`src/seed_chain_overlap_trimmer_defines.svh`:
```
// Assertion macros shared by the seed chain overlap trimmer RTL.
`ifndef SEED_CHAIN_OVERLAP_TRIMMER_DEFINES_SVH
`define SEED_CHAIN_OVERLAP_TRIMMER_DEFINES_SVH
`ifndef SYNTHESIS
// The consequent must hold in the same cycle as the antecedent.
`define SCOT_ASSERT_IMP(label, ante, cons) \
  label: assert property (@(posedge clk) disable iff (rst) (ante) |-> (cons)) \
    else $error("scot assertion failed");
// The consequent must hold in the cycle after the antecedent.
`define SCOT_ASSERT_NXT(label, ante, cons) \
  label: assert property (@(posedge clk) disable iff (rst) (ante) |=> (cons)) \
    else $error("scot assertion failed");
`else
`define SCOT_ASSERT_IMP(label, ante, cons)
`define SCOT_ASSERT_NXT(label, ante, cons)
`endif
`endif

```
`src/scot_pkg.sv`:
```
// Package with the item, entry, command and status types of the trimmer.
package scot_pkg;

  localparam int MAX_PAIRS_DEF = 64;
  localparam int QPOS_W        = 32;
  localparam int RPOS_W        = 36;
  localparam int LEN_W         = 20;

  typedef struct packed {
    logic [QPOS_W-1:0] query_pos;
    logic [RPOS_W-1:0] ref_pos;
    logic [LEN_W-1:0]  query_len;
    logic [LEN_W-1:0]  ref_len;
    logic              seed_flag;
    logic              last_in;
  } in_item_t;

  typedef struct packed {
    logic [QPOS_W-1:0] out_query_pos;
    logic [RPOS_W-1:0] out_ref_pos;
    logic [LEN_W-1:0]  out_query_len;
    logic [LEN_W-1:0]  out_ref_len;
    logic              out_seed_flag;
    logic              last_out;
    logic              none_left;
    logic              overflow;
  } out_item_t;

  // One stored fragment pair.
  typedef struct packed {
    logic [QPOS_W-1:0] qpos;
    logic [RPOS_W-1:0] rpos;
    logic [LEN_W-1:0]  qlen;
    logic [LEN_W-1:0]  rlen;
    logic              keep;
  } entry_t;

  // Strobes from the controller to the datapath.
  typedef struct packed {
    logic load;
    logic idx_clr;
    logic idx_inc;
    logic rd_next;
    logic latch_a;
    logic cmp;
    logic trim_r;
    logic trim_q;
    logic cp_init;
    logic cp_wr;
    logic cp_end;
    logic em_none;
    logic em_load;
    logic chain_clr;
  } cmd_t;

  // Conditions from the datapath to the controller.
  typedef struct packed {
    logic cnt_lt2;
    logic cnt_zero;
    logic pair_more;
    logic idx_last;
    logic pass_drop;
    logic out_last;
  } stat_t;

endpackage

```
`src/scot_ctrl.sv`:
```
// Controller state machine of the trimmer: load, trim passes, compaction, emit.
module scot_ctrl import scot_pkg::*; (
  input  logic  clk,
  input  logic  rst,
  input  logic  in_valid,
  input  logic  in_last,
  input  logic  out_ready,
  input  stat_t stat,
  output logic  in_ready,
  output logic  out_valid,
  output cmd_t  cmd
);

  typedef enum logic [14:0] {
    S_LOAD   = 15'b000000000000001,
    S_PINIT  = 15'b000000000000010,
    S_PLATCH = 15'b000000000000100,
    S_RD     = 15'b000000000001000,
    S_CMP    = 15'b000000000010000,
    S_TRIMR  = 15'b000000000100000,
    S_TRIMQ  = 15'b000000001000000,
    S_CINIT  = 15'b000000010000000,
    S_CRD    = 15'b000000100000000,
    S_CWR    = 15'b000001000000000,
    S_CEND   = 15'b000010000000000,
    S_EINIT  = 15'b000100000000000,
    S_ERD    = 15'b001000000000000,
    S_ELOAD  = 15'b010000000000000,
    S_EWAIT  = 15'b100000000000000
  } state_t;

  state_t state;
  state_t state_next;

  always_ff @(posedge clk) begin
    if (rst) begin
      state <= S_LOAD;
    end else begin
      state <= state_next;
    end
  end

  always_comb begin
    state_next = state;
    cmd        = '0;
    in_ready   = 1'b0;
    out_valid  = 1'b0;
    case (state)
      S_LOAD: begin
        in_ready    = 1'b1;
        cmd.idx_clr = 1'b1;
        if (in_valid) begin
          cmd.load = 1'b1;
          if (in_last) begin
            state_next = S_PINIT;
          end
        end
      end
      S_PINIT: begin
        if (stat.cnt_lt2) begin
          state_next = S_EINIT;
        end else begin
          state_next = S_PLATCH;
        end
      end
      S_PLATCH: begin
        cmd.latch_a = 1'b1;
        state_next  = S_RD;
      end
      S_RD: begin
        cmd.rd_next = 1'b1;
        state_next  = S_CMP;
      end
      S_CMP: begin
        cmd.cmp    = 1'b1;
        state_next = S_TRIMR;
      end
      S_TRIMR: begin
        cmd.trim_r = 1'b1;
        state_next = S_TRIMQ;
      end
      S_TRIMQ: begin
        cmd.trim_q  = 1'b1;
        cmd.idx_inc = 1'b1;
        if (stat.pair_more) begin
          state_next = S_RD;
        end else if (stat.pass_drop) begin
          state_next = S_CINIT;
        end else begin
          state_next = S_EINIT;
        end
      end
      S_CINIT: begin
        cmd.cp_init = 1'b1;
        cmd.idx_clr = 1'b1;
        state_next  = S_CRD;
      end
      S_CRD: begin
        state_next = S_CWR;
      end
      S_CWR: begin
        cmd.cp_wr   = 1'b1;
        cmd.idx_inc = 1'b1;
        if (stat.idx_last) begin
          state_next = S_CEND;
        end else begin
          state_next = S_CRD;
        end
      end
      S_CEND: begin
        cmd.cp_end  = 1'b1;
        cmd.idx_clr = 1'b1;
        state_next  = S_PINIT;
      end
      S_EINIT: begin
        cmd.idx_clr = 1'b1;
        if (stat.cnt_zero) begin
          cmd.em_none = 1'b1;
          state_next  = S_EWAIT;
        end else begin
          state_next = S_ERD;
        end
      end
      S_ERD: begin
        state_next = S_ELOAD;
      end
      S_ELOAD: begin
        cmd.em_load = 1'b1;
        state_next  = S_EWAIT;
      end
      S_EWAIT: begin
        out_valid = 1'b1;
        if (out_ready) begin
          if (stat.out_last) begin
            cmd.chain_clr = 1'b1;
            state_next    = S_LOAD;
          end else begin
            cmd.idx_inc = 1'b1;
            state_next  = S_ERD;
          end
        end
      end
      default: begin
        state_next = S_LOAD;
      end
    endcase
  end

endmodule
```
`config.mk`:
```
export PLATFORM = sky130hd
export DESIGN_NAME = scot_ctrl
export DESIGN_NICKNAME = d
export VERILOG_FILES = /design/src/seed_chain_overlap_trimmer_defines.svh /design/src/scot_pkg.sv /design/src/scot_ctrl.sv
export SDC_FILE = /design/constraint.sdc
export NUM_CORES = 1
export LEC_CHECK = 0
export ABC_AREA = 0
export BUFFER_PORTS_ARGS = -buffer_cell sky130_fd_sc_hd__buf_2
export CAP_MARGIN = 20
export CELL_PAD_IN_SITES_DETAIL_PLACEMENT = 0
export CELL_PAD_IN_SITES_GLOBAL_PLACEMENT = 1
export CORE_ASPECT_RATIO = 0.9
export CORE_UTILIZATION = 36
export DETAILED_ROUTE_END_ITERATION = 10
export GPL_TIMING_DRIVEN = 1
export PLACE_DENSITY = 0.85
export SLEW_MARGIN = 10
export SYNTH_ARGS = -nofsm -noshare
export SYNTH_HDL_FRONTEND = slang
export SYNTH_SLANG_ARGS = --single-unit
```
`constraint.sdc`:
```
create_clock -name clk -period 4.3 [get_ports clk]
set_input_delay 0.86 -clock clk [delete_from_list [all_inputs] [get_ports clk]]
set_output_delay 0.86 -clock clk [all_outputs]
set_load 0.03 [all_outputs]
```
==> flow_summary.ini <==
[timing]
setup_viol = 0
finalMaxSlewViolations = 0
finClkSkew_ns = 0.00184
finalCriticalPeriod_ns = 3.32
finalCritPeriodShare = 0.772
max_freq_mhz = 301
tns_ns = 0
tightest_slew_ns = 0.548
hold_violations = 0
grt_setup_unrepaired = no
holdWs_ns = 0.524
relSlewSlack = 0.632

[synthesis]
async_flop_share = 0
yosys_warnings = 0
yosysUniqueCellTypes = 47
syn_inst = 116
synth.net_count = 127
seq_area_frac_synth = 0.297
synth-seq-cells = 15
syn_area_per_cell_um2 = 8.70
netlist_area_um2 = 1010
synthFlopType = dfxtp_1
synth_edf_count = 0

[worst_hold_path]
hold_class = flip-flop to flip-flop
hold_start = state[1]

[drt]
drtIter0Drc = 43
ant_nets = 0
via_per_inst = 5.93
routedWlPerCell_um = 14.6
dr_total_vias = 996
dr.pass1.iters = 7
wirelength_um = 2460
drt_drc_violations_left = 1

[global_routing]
grt_first_pass_wirelength_um = 3980
antenna_found_initial = 0
overflow = 0
grt_pass1_vias = 846
grt_max_degree = 11
track_usage = 0.174

[layout]
drive_above_1_share = 0.336
area_delta_synth_final_pct = 15.5
finalNetCount = 152
regMostFlops = state
largest_reg_flops = 15
top_regs = state x15
instances_no_fill = 168
fillCellCount = 269
fin_util = 0.457
diodes = 0
design_area_um2 = 1170

[placement]
placed_cell_area_um2 = 1140
dp.final_hpwl_um = 1860
dp.cells = 164
place_congestion = 0.816
portBuffers = 26

[cts]
clk_pin_slew_ns = 0.09
cts_made_buffers = 3
cts_root_buf = clkbuf_4
cts_max_level = 1
clock_sinks = 15
cts_resized = 0
cts_tree = built
post_cts_buffers = 0
worstSkewPairLatency_ns = 0.29
clock_path_buffers = 2
ctsHoldBuffers = 0

[critical_path]
required_ns = 3.44
crit_fanout = 9
reg2reg_from = state[4]
cp.arrival_ns = 2.46
crit_type = flip-flop to output pin
endpoint_kind = output pin
start_kind = flip-flop
crit_start = state[4]

[die]
fp-row-count = 17
design.core.area_um2 = 2550
initial_core_util = 0.396
die_area_um2 = 3020
die_w_um = 57.8
num_io_pins = 27
die_h_um = 52.2

[run_status]
violations = design-rule violations
status = finished, violations left

[power]
peakVddDrop_uv = 266
leakage_nw = 0.493
power.density_nw_per_um2 = 461

[flow_run]
maxCapViolCount = 0
-- path summary, 6_finish.rpt --
kind | end | cells past startpoint | slack (ns)
max | cmd[11] | 7 | 0.98
min | state[2] | 2 | 0.52
max reg2reg | state[8] | 5 | 2.00
min reg2reg | state[2] | 2 | 0.52
-- layout make-up --
class	count	area [um2]	share of cell area
well taps	28	35.0	0.0300
inverters	5	18.8	0.0161
clock inverters	1	5.00	0.00429
multi-input cells	90	654	0.561
flip-flops and latches	15	300	0.258
clock buffers	3	22.5	0.0193
repair buffers	26	130	0.112
-- cells in the mapped netlist (2+ instances only) --
library cell	instances	share of area
inv_1	5	0.019
a21oi_1	4	0.020
xnor2_1	3	0.026
or4b_2	5	0.050
and2_1	2	0.012
o22ai_1	2	0.012
nor3b_1	2	0.015
and3_1	2	0.012
nor2_1	7	0.026
nand2_1	7	0.026
dfxtp_1	15	0.30
or4_1	4	0.030
xor2_1	2	0.017
nor3_1	8	0.040
buf_2	5	0.025
nand3_1	2	0.0099
nor4_1	9	0.056
o21ai_0	3	0.015
-- metal layers --
layer	part of all wire	GRT usage	up-vias
li1	-	-	495
met1	0.47	0.238	458
met2	0.44	0.261	37
met3	0.075	0.0543	6
met4	0.011	0.0556	0
met5	0	0	-
-- placed cells by master, fill, tap and decap left out, drive strengths merged, types with 3 or more instances in the layout --
cell    count
o21ai       5
buf        26
dfxtp      15
or4         5
nor2        7
nor4       10
or4b        5
clkbuf      3
inv         5
xnor2       3
nor3       10
a21oi       5
nand2       7
-- worst max-delay path, cell delays in order, from the launching register on --
cell and delay (ns):
dfxtp_1 0.39, or4_1 0.75, nor4_4 0.34, nand3b_2 0.18, inv_1 0.12, nand2_1 0.05
o21ai_0 0.12, buf_2 0.21
-- per-stage QoR --
step                      worst slack (ns)  power [mW]
final                                0.980       0.538
after global routing                 0.784       0.569
after CTS                            0.998       0.538
after detailed placement              1.32       0.455
after global placement                1.37       0.457
after floorplan                      0.798       0.400
-- where the power goes --
group          switching, mW  total (mW)  leakage, nW  internal [mW]
combinational          0.176       0.284        0.354          0.108
clock                 0.0469      0.0815       0.0177         0.0346
sequential            0.0206       0.172        0.121          0.152
-- cell families (layout without fill, tap and decap cells) --
| kind of cell | after synthesis | count (layout) | synth area share |
|---|---|---|---|
| simple gates | 67 | 67 | 0.472 |
| xor+xnor | 5 | 5 | 0.0434 |
| compound gates | 18 | 18 | 0.133 |
| flops | 15 | 15 | 0.297 |
| buf+inv | 11 | 35 | 0.0545 |
Note: power is estimated with default switching activity, not from simulation.
